## src/rtl/core/iba_pkg.sv

```systemverilog
// Shared status codes and controller/datapath handshake types for the block allocator.
package iba_pkg;

  localparam int STATUS_W = 3;
  localparam int OUT_SLOT_W = 6;
  localparam int OUT_BLK_W = 9;
  localparam int WORD_BITS = 32;
  localparam int WORD_LSB = 5;
  localparam int GROUP_BITS = 8;

  localparam logic [STATUS_W-1:0] ST_OK         = 3'd0;
  localparam logic [STATUS_W-1:0] ST_DISK_FULL  = 3'd1;
  localparam logic [STATUS_W-1:0] ST_DIR_FULL   = 3'd2;
  localparam logic [STATUS_W-1:0] ST_TOO_LARGE  = 3'd3;
  localparam logic [STATUS_W-1:0] ST_SLOT_EMPTY = 3'd4;

  localparam logic OP_CREATE = 1'b0;
  localparam logic OP_DELETE = 1'b1;

  // Commands from the sequencer to the datapath
  typedef struct packed {
    logic clr_step;
    logic accept;
    logic scan_step;
    logic row_rd;
    logic load_word;
    logic take;
    logic row_next;
    logic emit_err;
    logic dir_rd;
    logic dir_ld;
    logic free_rd;
    logic free_wr;
    logic data_rd;
    logic data_ld;
  } iba_cmd_t;

  // Status from the datapath to the sequencer
  typedef struct packed {
    logic clr_done;
    logic too_large;
    logic scan_found;
    logic scan_last;
    logic disk_full;
    logic word_has_zero;
    logic last;
    logic out_free;
    logic slot_bad;
  } iba_sts_t;

endpackage

```

## src/rtl/core/indexed_block_allocator.sv

```systemverilog
// Top level of the indexed block allocator: sequencer plus datapath.
// Indexed file allocation over a free-block bitmap held as 32-bit rows in a memory, with a
// directory of slots. One request is handled at a time. After reset the bitmap is cleared one
// row a cycle, (NUM_BLOCKS+31)/32 rows (16 at the defaults), with in_stall high. A create is
// accepted, then searches the directory a group at a time (8 groups of slots at the defaults),
// then reads and loads each bitmap row visited, writes back each row found full and moves on,
// and takes the lowest free block of the held row for each allocated block once the output
// register is free. A delete is accepted, looks up the slot, then frees the index block and
// each data block in turn, reading each data block number first; each block is freed by a
// read-modify-write of its bitmap row. Too-large creates and deletes of a bad slot give their
// single result without a directory search; directory-full and disk-full errors wait for the
// directory search. Results leave through an output register, so one pending result never
// blocks the next step unless it is stalled.
module indexed_block_allocator #(
  parameter int NUM_BLOCKS      = 512,
  parameter int NUM_FILES       = 64,
  parameter int MAX_DATA_BLOCKS = 5,
  parameter int BLOCK_UNITS     = 4
) (
  input  logic        clk,
  input  logic        rst_n,
  input  logic        in_valid,
  output logic        in_stall,
  input  logic        in_opcode,
  input  logic [4:0]  in_size_units,
  input  logic [5:0]  in_slot,
  output logic        out_valid,
  input  logic        out_stall,
  output logic [2:0]  out_status,
  output logic [5:0]  out_file_slot,
  output logic [8:0]  out_block_number,
  output logic        out_is_index,
  output logic        out_last
);
  import iba_pkg::*;

  iba_cmd_t cmd;
  iba_sts_t sts;

  // Sequencer
  iba_ctrl u_ctrl (
    .clk       (clk),
    .rst_n     (rst_n),
    .in_valid  (in_valid),
    .in_opcode (in_opcode),
    .in_stall  (in_stall),
    .sts       (sts),
    .cmd       (cmd)
  );

  // Datapath
  iba_dp #(
    .NUM_BLOCKS      (NUM_BLOCKS),
    .NUM_FILES       (NUM_FILES),
    .MAX_DATA_BLOCKS (MAX_DATA_BLOCKS),
    .BLOCK_UNITS     (BLOCK_UNITS)
  ) u_dp (
    .clk              (clk),
    .rst_n            (rst_n),
    .cmd              (cmd),
    .sts              (sts),
    .in_opcode        (in_opcode),
    .in_size_units    (in_size_units),
    .in_slot          (in_slot),
    .out_stall        (out_stall),
    .out_valid        (out_valid),
    .out_status       (out_status),
    .out_file_slot    (out_file_slot),
    .out_block_number (out_block_number),
    .out_is_index     (out_is_index),
    .out_last         (out_last)
  );

endmodule

```

## src/rtl/core/iba_dp.sv

```systemverilog
// Datapath of the block allocator: bitmap, directory memories, counters and result register.
module iba_dp #(
  parameter int NUM_BLOCKS      = 512,
  parameter int NUM_FILES       = 64,
  parameter int MAX_DATA_BLOCKS = 5,
  parameter int BLOCK_UNITS     = 4
) (
  input  logic                          clk,
  input  logic                          rst_n,
  input  iba_pkg::iba_cmd_t             cmd,
  output iba_pkg::iba_sts_t             sts,
  input  logic                          in_opcode,
  input  logic [4:0]                    in_size_units,
  input  logic [5:0]                    in_slot,
  input  logic                          out_stall,
  output logic                          out_valid,
  output logic [iba_pkg::STATUS_W-1:0]  out_status,
  output logic [iba_pkg::OUT_SLOT_W-1:0] out_file_slot,
  output logic [iba_pkg::OUT_BLK_W-1:0] out_block_number,
  output logic                          out_is_index,
  output logic                          out_last
);
  import iba_pkg::*;

  localparam int ROWS   = (NUM_BLOCKS + WORD_BITS - 1) / WORD_BITS;
  localparam int RW     = (ROWS > 1) ? $clog2(ROWS) : 1;
  localparam int BKW    = RW + WORD_LSB;
  localparam int SW     = $clog2(NUM_FILES);
  localparam int GROUPS = (NUM_FILES + GROUP_BITS - 1) / GROUP_BITS;
  localparam int GW     = (GROUPS > 1) ? $clog2(GROUPS) : 1;
  localparam int PADW   = GROUPS * GROUP_BITS;
  localparam int NW     = (MAX_DATA_BLOCKS > 1) ? $clog2(MAX_DATA_BLOCKS + 1) : 1;
  localparam int KW     = $clog2(MAX_DATA_BLOCKS + 2);
  localparam int DD     = NUM_FILES * MAX_DATA_BLOCKS;
  localparam int AW     = $clog2(DD);
  localparam int NFW    = $clog2(NUM_BLOCKS + 1);
  localparam int DIRW   = BKW + NW;
  localparam logic [7:0] MAX_UNITS = 8'(MAX_DATA_BLOCKS * BLOCK_UNITS);

  // Memories
  logic [WORD_BITS-1:0] bm_mem [ROWS];
  logic [DIRW-1:0]      dir_mem [NUM_FILES];
  logic [BKW-1:0]       data_mem [DD];

  logic [WORD_BITS-1:0] bm_rdata_r;
  logic [DIRW-1:0]      dir_rdata_r;
  logic [BKW-1:0]       data_rdata_r;

  logic                 bm_we, bm_re, dir_we, dir_re, data_we, data_re;
  logic [RW-1:0]        bm_waddr, bm_raddr;
  logic [WORD_BITS-1:0] bm_wdata;
  logic [DIRW-1:0]      dir_wdata;
  logic [AW-1:0]        data_addr;
  logic [BKW-1:0]       data_wdata;

  // Registers
  logic [NUM_FILES-1:0] used_r, used_nxt;
  logic [NFW-1:0]       nfree_r, nfree_nxt;
  logic [RW-1:0]        row_r, row_nxt;
  logic [WORD_BITS-1:0] word_r, word_nxt;
  logic                 op_r, op_nxt;
  logic [5:0]           slot_in_r, slot_in_nxt;
  logic [SW-1:0]        fslot_r, fslot_nxt;
  logic                 too_large_r, too_large_nxt;
  logic                 slot_found_r, slot_found_nxt;
  logic [NW-1:0]        cnt_r, cnt_nxt;
  logic [KW-1:0]        k_r, k_nxt;
  logic [GW-1:0]        gcnt_r, gcnt_nxt;
  logic [BKW-1:0]       blk_r, blk_nxt;

  logic                  out_valid_r, out_valid_nxt;
  logic [STATUS_W-1:0]   out_status_r, out_status_nxt;
  logic [OUT_SLOT_W-1:0] out_slot_r, out_slot_nxt;
  logic [OUT_BLK_W-1:0]  out_blk_r, out_blk_nxt;
  logic                  out_idx_r, out_idx_nxt;
  logic                  out_last_r, out_last_nxt;

  // Combinational helpers
  logic [WORD_BITS-1:0] init_word;
  logic [WORD_LSB-1:0]  zpos;
  logic                 has_zero;
  logic [PADW-1:0]      used_pad;
  logic [GROUP_BITS-1:0] grp;
  logic [2:0]           gpos;
  logic [NW-1:0]        need_c;
  logic [BKW-1:0]       take_blk;
  logic                 last_c;
  logic [STATUS_W-1:0]  err_code;

  // Reset row pattern: block 0 and blocks past the disk read as taken
  always_comb begin
    int bv;
    for (int k = 0; k < WORD_BITS; k++) begin
      bv = int'({row_r, WORD_LSB'(k)});
      init_word[k] = (bv == 0) || (bv >= NUM_BLOCKS);
    end
  end

  // Lowest free block in the held row
  always_comb begin
    zpos = '0;
    for (int k = WORD_BITS - 1; k >= 0; k--) begin
      if (!word_r[k]) zpos = WORD_LSB'(k);
    end
    has_zero = ~&word_r;
  end

  // Directory occupancy, padded to whole groups; slot 0 always taken
  always_comb begin
    used_pad = '1;
    for (int i = 1; i < NUM_FILES; i++) used_pad[i] = used_r[i];
    grp = used_pad[int'(gcnt_r) * GROUP_BITS +: GROUP_BITS];
    gpos = '0;
    for (int i = GROUP_BITS - 1; i >= 0; i--) begin
      if (!grp[i]) gpos = 3'(i);
    end
  end

  // Round the size up to whole blocks by threshold compares
  always_comb begin
    need_c = '0;
    for (int j = 0; j < MAX_DATA_BLOCKS; j++) begin
      if ({3'b000, in_size_units} > 8'(j * BLOCK_UNITS)) need_c = need_c + NW'(1);
    end
  end

  assign take_blk = {row_r, zpos};
  assign last_c   = (k_r == KW'(cnt_r));

  always_comb begin
    if (op_r == OP_DELETE) err_code = ST_SLOT_EMPTY;
    else if (too_large_r)  err_code = ST_TOO_LARGE;
    else if (!slot_found_r) err_code = ST_DIR_FULL;
    else                   err_code = ST_DISK_FULL;
  end

  // Status to the sequencer
  always_comb begin
    sts.clr_done      = (row_r == RW'(ROWS - 1));
    sts.too_large     = too_large_r;
    sts.scan_found    = ~&grp;
    sts.scan_last     = (gcnt_r == GW'(GROUPS - 1));
    sts.disk_full     = (int'(nfree_r) < int'(cnt_r) + 1);
    sts.word_has_zero = has_zero;
    sts.last          = last_c;
    sts.out_free      = !out_valid_r || !out_stall;
    sts.slot_bad      = (slot_in_r == 6'd0) || ({3'b000, slot_in_r} >= 9'(NUM_FILES)) ||
                        !used_r[fslot_r];
  end

  // Next-state logic for all datapath registers and memory controls
  always_comb begin
    used_nxt = used_r;  nfree_nxt = nfree_r;  row_nxt = row_r;  word_nxt = word_r;
    op_nxt = op_r;  slot_in_nxt = slot_in_r;  fslot_nxt = fslot_r;
    too_large_nxt = too_large_r;  slot_found_nxt = slot_found_r;
    cnt_nxt = cnt_r;  k_nxt = k_r;  gcnt_nxt = gcnt_r;  blk_nxt = blk_r;
    out_valid_nxt = out_valid_r && out_stall;
    out_status_nxt = out_status_r;  out_slot_nxt = out_slot_r;  out_blk_nxt = out_blk_r;
    out_idx_nxt = out_idx_r;  out_last_nxt = out_last_r;
    bm_we = 1'b0;  bm_re = 1'b0;  bm_waddr = row_r;  bm_raddr = row_r;  bm_wdata = word_r;
    dir_we = 1'b0;  dir_re = 1'b0;  dir_wdata = {take_blk, cnt_r};
    data_we = 1'b0;  data_re = 1'b0;  data_wdata = take_blk;
    data_addr = AW'(int'(fslot_r) * MAX_DATA_BLOCKS + int'(k_r) - 1);

    // Clear the bitmap one row at a time after reset
    if (cmd.clr_step) begin
      bm_we    = 1'b1;
      bm_wdata = init_word;
      row_nxt  = row_r + RW'(1);
    end
    // Latch the request
    if (cmd.accept) begin
      op_nxt         = in_opcode;
      slot_in_nxt    = in_slot;
      fslot_nxt      = SW'(in_slot);
      too_large_nxt  = ({3'b000, in_size_units} > MAX_UNITS);
      cnt_nxt        = need_c;
      slot_found_nxt = 1'b0;
      gcnt_nxt       = '0;
      row_nxt        = '0;
      k_nxt          = '0;
    end
    // Walk the directory a group at a time
    if (cmd.scan_step) begin
      if (~&grp) begin
        fslot_nxt      = SW'({gcnt_r, gpos});
        slot_found_nxt = 1'b1;
      end else begin
        gcnt_nxt = gcnt_r + GW'(1);
      end
    end
    if (cmd.row_rd) bm_re = 1'b1;
    if (cmd.load_word) word_nxt = bm_rdata_r;
    // Take the lowest free block of the held row
    if (cmd.take) begin
      word_nxt = word_r | (WORD_BITS'(1) << zpos);
      if (k_r == '0) begin
        dir_we = 1'b1;
        used_nxt[fslot_r] = 1'b1;
      end else begin
        data_we = 1'b1;
      end
      if (last_c) begin
        bm_we    = 1'b1;
        bm_wdata = word_nxt;
      end
      k_nxt          = k_r + KW'(1);
      nfree_nxt      = nfree_r - NFW'(1);
      out_valid_nxt  = 1'b1;
      out_status_nxt = ST_OK;
      out_slot_nxt   = OUT_SLOT_W'(fslot_r);
      out_blk_nxt    = OUT_BLK_W'(take_blk);
      out_idx_nxt    = (k_r == '0);
      out_last_nxt   = last_c;
    end
    // Write back a full row and advance
    if (cmd.row_next) begin
      bm_we   = 1'b1;
      row_nxt = row_r + RW'(1);
    end
    if (cmd.emit_err) begin
      out_valid_nxt  = 1'b1;
      out_status_nxt = err_code;
      out_slot_nxt   = (op_r == OP_DELETE) ? slot_in_r : '0;
      out_blk_nxt    = '0;
      out_idx_nxt    = 1'b0;
      out_last_nxt   = 1'b1;
    end
    if (cmd.dir_rd) dir_re = 1'b1;
    if (cmd.dir_ld) begin
      blk_nxt = dir_rdata_r[DIRW-1:NW];
      cnt_nxt = dir_rdata_r[NW-1:0];
    end
    // Release one block: read its row, then clear its bit
    if (cmd.free_rd) begin
      bm_re    = 1'b1;
      bm_raddr = blk_r[BKW-1:WORD_LSB];
    end
    if (cmd.free_wr) begin
      bm_we    = 1'b1;
      bm_waddr = blk_r[BKW-1:WORD_LSB];
      bm_wdata = bm_rdata_r & ~(WORD_BITS'(1) << blk_r[WORD_LSB-1:0]);
      if (last_c) used_nxt[fslot_r] = 1'b0;
      k_nxt          = k_r + KW'(1);
      nfree_nxt      = nfree_r + NFW'(1);
      out_valid_nxt  = 1'b1;
      out_status_nxt = ST_OK;
      out_slot_nxt   = OUT_SLOT_W'(fslot_r);
      out_blk_nxt    = OUT_BLK_W'(blk_r);
      out_idx_nxt    = (k_r == '0);
      out_last_nxt   = last_c;
    end
    if (cmd.data_rd) data_re = 1'b1;
    if (cmd.data_ld) blk_nxt = data_rdata_r;
  end

  // Memory ports
  always_ff @(posedge clk) begin
    if (bm_we) bm_mem[bm_waddr] <= bm_wdata;
    if (bm_re) bm_rdata_r <= bm_mem[bm_raddr];
  end

  always_ff @(posedge clk) begin
    if (dir_we) dir_mem[fslot_r] <= dir_wdata;
    if (dir_re) dir_rdata_r <= dir_mem[fslot_r];
  end

  always_ff @(posedge clk) begin
    if (data_we) data_mem[data_addr] <= data_wdata;
    if (data_re) data_rdata_r <= data_mem[data_addr];
  end

  // Control registers
  always_ff @(posedge clk) begin
    if (!rst_n) begin
      used_r      <= '0;
      nfree_r     <= NFW'(NUM_BLOCKS - 1);
      row_r       <= '0;
      out_valid_r <= 1'b0;
    end else begin
      used_r      <= used_nxt;
      nfree_r     <= nfree_nxt;
      row_r       <= row_nxt;
      out_valid_r <= out_valid_nxt;
    end
  end

  // Payload registers
  always_ff @(posedge clk) begin
    word_r       <= word_nxt;
    op_r         <= op_nxt;
    slot_in_r    <= slot_in_nxt;
    fslot_r      <= fslot_nxt;
    too_large_r  <= too_large_nxt;
    slot_found_r <= slot_found_nxt;
    cnt_r        <= cnt_nxt;
    k_r          <= k_nxt;
    gcnt_r       <= gcnt_nxt;
    blk_r        <= blk_nxt;
    out_status_r <= out_status_nxt;
    out_slot_r   <= out_slot_nxt;
    out_blk_r    <= out_blk_nxt;
    out_idx_r    <= out_idx_nxt;
    out_last_r   <= out_last_nxt;
  end

  assign out_valid        = out_valid_r;
  assign out_status       = out_status_r;
  assign out_file_slot    = out_slot_r;
  assign out_block_number = out_blk_r;
  assign out_is_index     = out_idx_r;
  assign out_last         = out_last_r;

endmodule

```

## src/rtl/core/iba_ctrl.sv

```systemverilog
// Sequencer of the block allocator: steps the datapath through clear, create and delete.
module iba_ctrl (
  input  logic               clk,
  input  logic               rst_n,
  input  logic               in_valid,
  input  logic               in_opcode,
  output logic               in_stall,
  input  iba_pkg::iba_sts_t  sts,
  output iba_pkg::iba_cmd_t  cmd
);
  import iba_pkg::*;

  localparam logic [3:0] S_CLR   = 4'd0;
  localparam logic [3:0] S_IDLE  = 4'd1;
  localparam logic [3:0] S_SCAN  = 4'd2;
  localparam logic [3:0] S_ERR   = 4'd3;
  localparam logic [3:0] S_ARD   = 4'd4;
  localparam logic [3:0] S_ALD   = 4'd5;
  localparam logic [3:0] S_AFIND = 4'd6;
  localparam logic [3:0] S_DCHK  = 4'd7;
  localparam logic [3:0] S_DDL   = 4'd8;
  localparam logic [3:0] S_FRD   = 4'd9;
  localparam logic [3:0] S_FWR   = 4'd10;
  localparam logic [3:0] S_DRD   = 4'd11;
  localparam logic [3:0] S_DDLD  = 4'd12;

  logic [3:0] state_r, state_nxt;

  // Advance the sequence and issue at most one step per cycle; output steps wait while the output is stalled
  always_comb begin
    cmd       = '0;
    state_nxt = state_r;
    case (state_r)
      S_CLR: begin
        cmd.clr_step = 1'b1;
        if (sts.clr_done) state_nxt = S_IDLE;
      end
      S_IDLE: begin
        if (in_valid) begin
          cmd.accept = 1'b1;
          state_nxt  = (in_opcode == OP_DELETE) ? S_DCHK : S_SCAN;
        end
      end
      S_SCAN: begin
        if (sts.too_large) begin
          state_nxt = S_ERR;
        end else begin
          cmd.scan_step = 1'b1;
          if (sts.scan_found) state_nxt = sts.disk_full ? S_ERR : S_ARD;
          else if (sts.scan_last) state_nxt = S_ERR;
        end
      end
      S_ERR: begin
        if (sts.out_free) begin
          cmd.emit_err = 1'b1;
          state_nxt    = S_IDLE;
        end
      end
      S_ARD: begin
        cmd.row_rd = 1'b1;
        state_nxt  = S_ALD;
      end
      S_ALD: begin
        cmd.load_word = 1'b1;
        state_nxt     = S_AFIND;
      end
      S_AFIND: begin
        if (!sts.word_has_zero) begin
          cmd.row_next = 1'b1;
          state_nxt    = S_ARD;
        end else if (sts.out_free) begin
          cmd.take = 1'b1;
          if (sts.last) state_nxt = S_IDLE;
        end
      end
      S_DCHK: begin
        cmd.dir_rd = 1'b1;
        state_nxt  = sts.slot_bad ? S_ERR : S_DDL;
      end
      S_DDL: begin
        cmd.dir_ld = 1'b1;
        state_nxt  = S_FRD;
      end
      S_FRD: begin
        cmd.free_rd = 1'b1;
        state_nxt   = S_FWR;
      end
      S_FWR: begin
        if (sts.out_free) begin
          cmd.free_wr = 1'b1;
          state_nxt   = sts.last ? S_IDLE : S_DRD;
        end
      end
      S_DRD: begin
        cmd.data_rd = 1'b1;
        state_nxt   = S_DDLD;
      end
      S_DDLD: begin
        cmd.data_ld = 1'b1;
        state_nxt   = S_FRD;
      end
      default: state_nxt = S_IDLE;
    endcase
  end

  always_ff @(posedge clk) begin
    if (!rst_n) state_r <= S_CLR;
    else        state_r <= state_nxt;
  end

  assign in_stall = (state_r != S_IDLE);

endmodule

```

## config.mk

```make
export PLATFORM = sky130hd
export DESIGN_NAME = indexed_block_allocator
export DESIGN_NICKNAME = d
export VERILOG_FILES = /design/src/rtl/core/iba_pkg.sv /design/src/rtl/core/indexed_block_allocator.sv /design/src/rtl/core/iba_dp.sv /design/src/rtl/core/iba_ctrl.sv
export SDC_FILE = /design/constraint.sdc
export NUM_CORES = 2
export LEC_CHECK = 0
export ABC_CLOCK_PERIOD_IN_PS = 15550
export BUFFER_PORTS_ARGS = -buffer_cell sky130_fd_sc_hd__buf_2
export CELL_PAD_IN_SITES_DETAIL_PLACEMENT = 1
export CELL_PAD_IN_SITES_GLOBAL_PLACEMENT = 2
export CORE_MARGIN = 2
export CORE_UTILIZATION = 51
export DETAILED_ROUTE_END_ITERATION = 10
export GPL_ROUTABILITY_DRIVEN = 0
export GPL_TIMING_DRIVEN = 0
export PLACE_DENSITY = 0.83
export SETUP_SLACK_MARGIN = 0.15
export SKIP_CTS_REPAIR_TIMING = 1
export SLEW_MARGIN = 20
export SYNTH_ARGS = -nofsm -noshare
export SYNTH_HDL_FRONTEND = slang
export SYNTH_MEMORY_MAX_BITS = 65536
export SYNTH_SLANG_ARGS = --single-unit
```

## constraint.sdc

```tcl
create_clock -name clk -period 15.55 [get_ports clk]
set_input_delay 3.11 -clock clk [delete_from_list [all_inputs] [get_ports clk]]
set_output_delay 3.11 -clock clk [all_outputs]
set_load 0.1 [all_outputs]
```

==> impl_metrics.ini <==
[detailed_routing]
wire_per_inst_microns = 41.6
drc = 0
viasPerCell = 7.00
wl_mm = 569
vias = 95900
first_iter_violations = 16300
antenna_left = 0
drtPass1Iterations = 7

[timing]
tns_ns = 0
fin_crit_sh = 0.675
tightest_slew_ns = 1.39
skew_ns = 0.0702
min_period_ns = 10.50
max_freq_mhz = 95.2
final-hold-violation-count = 0
maxSlewViolCount = 0
rsz0062_at_grt = false
finalSetupViolations = 0
slew-limit-headroom = 0.0725

[critical_path]
required_ns = 16.15
rr_endpoint = u_dp.data_rdata_r[2]
crit_start = u_dp.fslot_r[1]
critical_path.endpoint = u_dp.data_rdata_r[2]
critPathLaunchType = flop
cp.arrival_ns = 11.10
setup.worst_path.class = flop to flop
cp_max_fo = 10
endpoint_kind = flop
reg2reg_from = u_dp.fslot_r[1]
reg2reg_slack_ns = 5.05
reg2reg_depth = 17

[run]
max_cap_violations = 0

[cells_and_area]
layout-drive-gt1-share = 0.294
nets = 8830
area_growth_pct = 14.6
num-fill-cells = 28200

[worst_hold_path]
holdPathStages = 2
holdCritPathClass = flop to flop

[synthesis]
synthFlopType = edfxtp_1
syn_nets = 8188
synth_edf_count = 4285
yosysUniqueCellTypes = 81
synthArstFlopShare = 0
ys_seq_elements = 4381
synth_area_sq_um = 172000
ys.warnings.count = 0
synth_cells = 8120
yosysSeqAreaShare = 0.758
syn_avg_cell_area_sq_um = 21.2

[floorplan]
core_region_area_sq_um = 336000
fp.dieW_microns = 585
die-area_sq_um = 343000
initial_utilization = 0.512
rows = 213
die_h_microns = 585
io_pins = 38

[place]
dp_hpwl_mm = 385
place.port_buffers = 36

[clocking]
clk_pin_slew_ns = 0.06
tritoncts = yes
cts_buffers = 434
htree_levels = 5
cts_buffer_depth = 4
cts_root_buffer = clkbuf_16
clock-sinks = 4381
clkLatencyLatePin_ns = 1.02

[grt]
grt_usage = 0.333
grt_pass1_vias = 95700
grt_pass1_wl_mm = 781
grt_max_degree = 117
antenna_found_initial = 61
grt-ovfl-total = 0

[status]
status = finished clean
## routing by layer
layer,global-route usage,vias up,routed length (microns)
met5,0.00112,-,612
met4,0.159,44,33300
met3,0.123,1709,81900
met2,0.483,8237,251000
met1,0.448,50500,203000
li1,-,35400,-
## stage by stage
stage | hold slack (ns) | util | area (sq um) | instances | worst slack, ns
2_1_floorplan | 0.431 | - | 172000 | 8120 | 1.98
3_3_place_gp | 0.478 | 0.530 | 178000 | 12700 | -9.24
3_5_place_dp | 0.487 | 0.543 | 183000 | 12800 | 5.72
4_1_cts | 0.496 | 0.586 | 197000 | 13600 | 5.52
5_1_grt | 0.528 | 0.587 | 197000 | 13700 | 5.46
6_report | 0.500 | 0.587 | 197000 | 13700 | 5.05
## placed cells by master, fill, tap and decap left out, drive strengths merged, types with 11 or more instances in the layout
master | Yosys | routed
a211oi | 43 | 43
a21oi | 66 | 66
a31oi | 59 | 59
a32oi | 48 | 48
and2 | 36 | 36
buf | 217 | 419
bufinv | 0 | 56
clkbuf | 252 | 792
clkinv | 1 | 178
clkinvlp | 0 | 21
dfxtp | 96 | 96
diode | 0 | 45
edfxtp | 4285 | 4285
ha | 45 | 45
inv | 52 | 67
mux2 | 18 | 18
mux2i | 76 | 76
mux4 | 1241 | 1241
nand2 | 429 | 429
nand2b | 18 | 18
nand3 | 117 | 117
nand4 | 26 | 26
nor2 | 530 | 530
nor3 | 43 | 43
nor4 | 11 | 11
o211ai | 18 | 18
o21ai | 107 | 107
o221a | 64 | 64
o221ai | 42 | 42
o22ai | 20 | 20
xnor2 | 19 | 19
## how the worst min path moves through the flow
stage | startpoint | end
after floorplan | u_dp.slot_found_r | u_dp.slot_found_r
after global placement | u_dp.slot_found_r | u_dp.slot_found_r
after detailed placement | u_dp.slot_found_r | u_dp.slot_found_r
after CTS | u_dp.slot_found_r | u_dp.slot_found_r
after global routing | u_dp.slot_found_r | u_dp.slot_found_r
final | u_dp.slot_found_r | u_dp.slot_found_r
## final cells by class
cell class | instances | area [sq um] | area share
flip-flops and latches | 4381 | 131000 | 0.661
multi-input cells | 3217 | 40000 | 0.203
clock buffers | 536 | 11500 | 0.0583
well taps | 4515 | 5650 | 0.0286
repair buffers | 206 | 4030 | 0.0204
clock inverters | 269 | 2930 | 0.0148
plain buffers | 469 | 2420 | 0.0122
inverters | 53 | 206 | 0.00105
diodes | 45 | 113 | 0.000570
## cell families after synthesis
kind of cell             count (synthesis)  synth area share
multiplexers                          1335             0.168
adder cells (fa/ha/maj)                 52           0.00408
buffers and inverters                  522            0.0145
AO/OA/AOI/OAI                          551            0.0236
flip-flops                            4381             0.758
AND/OR/NAND/NOR                       1251            0.0307
XOR/XNOR                                28           0.00147
## synth_stat cells, drive strengths merged, types with 6 or more instances
cell type | count | area, sq um
nand4 | 26 | 163
nor3 | 43 | 236
xnor2 | 19 | 166
o211ai | 18 | 135
buf | 217 | 1350
or3 | 7 | 43.8
o21ai | 107 | 536
a21boi | 6 | 45.1
mux2i | 76 | 761
nor4 | 11 | 75.1
nand2b | 18 | 113
xor2 | 9 | 86.3
or2 | 10 | 62.6
edfxtp | 4285 | 129000
a31oi | 59 | 369
a22oi | 10 | 75.1
o21a | 6 | 45.0
mux4 | 1241 | 28000
ha | 45 | 563
and4 | 6 | 52.6
fa | 7 | 140
a211oi | 43 | 328
inv | 52 | 195
o22ai | 20 | 125
nand3 | 117 | 586
clkbuf | 252 | 947
a22o | 8 | 70.1
nand2 | 429 | 1610
and2 | 36 | 225
mux2 | 18 | 203
o221a | 64 | 721
a21oi | 66 | 334
a32oi | 48 | 420
o221ai | 42 | 374
dfxtp | 96 | 1920
o2111ai | 8 | 70.1
nor2 | 530 | 1990
## registers in the layout, summed over array words and instances, names as in the netlist, 4 cells and up
signal	count
u_dp.data_mem	2880
u_dp.dir_mem	768
u_dp.bm_mem	512
u_dp.used_r	64
u_dp.bm_rdata_r	32
u_dp.word_r	32
u_dp.dir_rdata_r	12
u_dp.nfree_r	10
u_dp.blk_r	9
u_dp.data_rdata_r	9
u_dp.out_block_number	9
u_dp.fslot_r	6
u_dp.out_file_slot	6
u_dp.slot_in_r	6
u_ctrl.state_r	4
u_dp.row_r	4
## critical path, stage by stage (launching register included)
cell and delay, ns:
dfxtp_1 0.82, buf_2 0.38, buf_2 0.35, buf_2 0.45, buf_1 0.83, inv_1 0.61
fa_1 0.67, inv_1 0.04, ha_1 0.27, ha_1 0.39, o21a_1 0.18, nand2_1 0.37
nand2_1 1.06, clkbuf_1 1.06, nand2_1 0.12, a21oi_1 0.94, o32ai_1 0.46, nor3_2 1.04
Power is left out: the tool's default activity adds up to more than one toggle a clock period on the data nets, which glitch-free logic cannot reach.
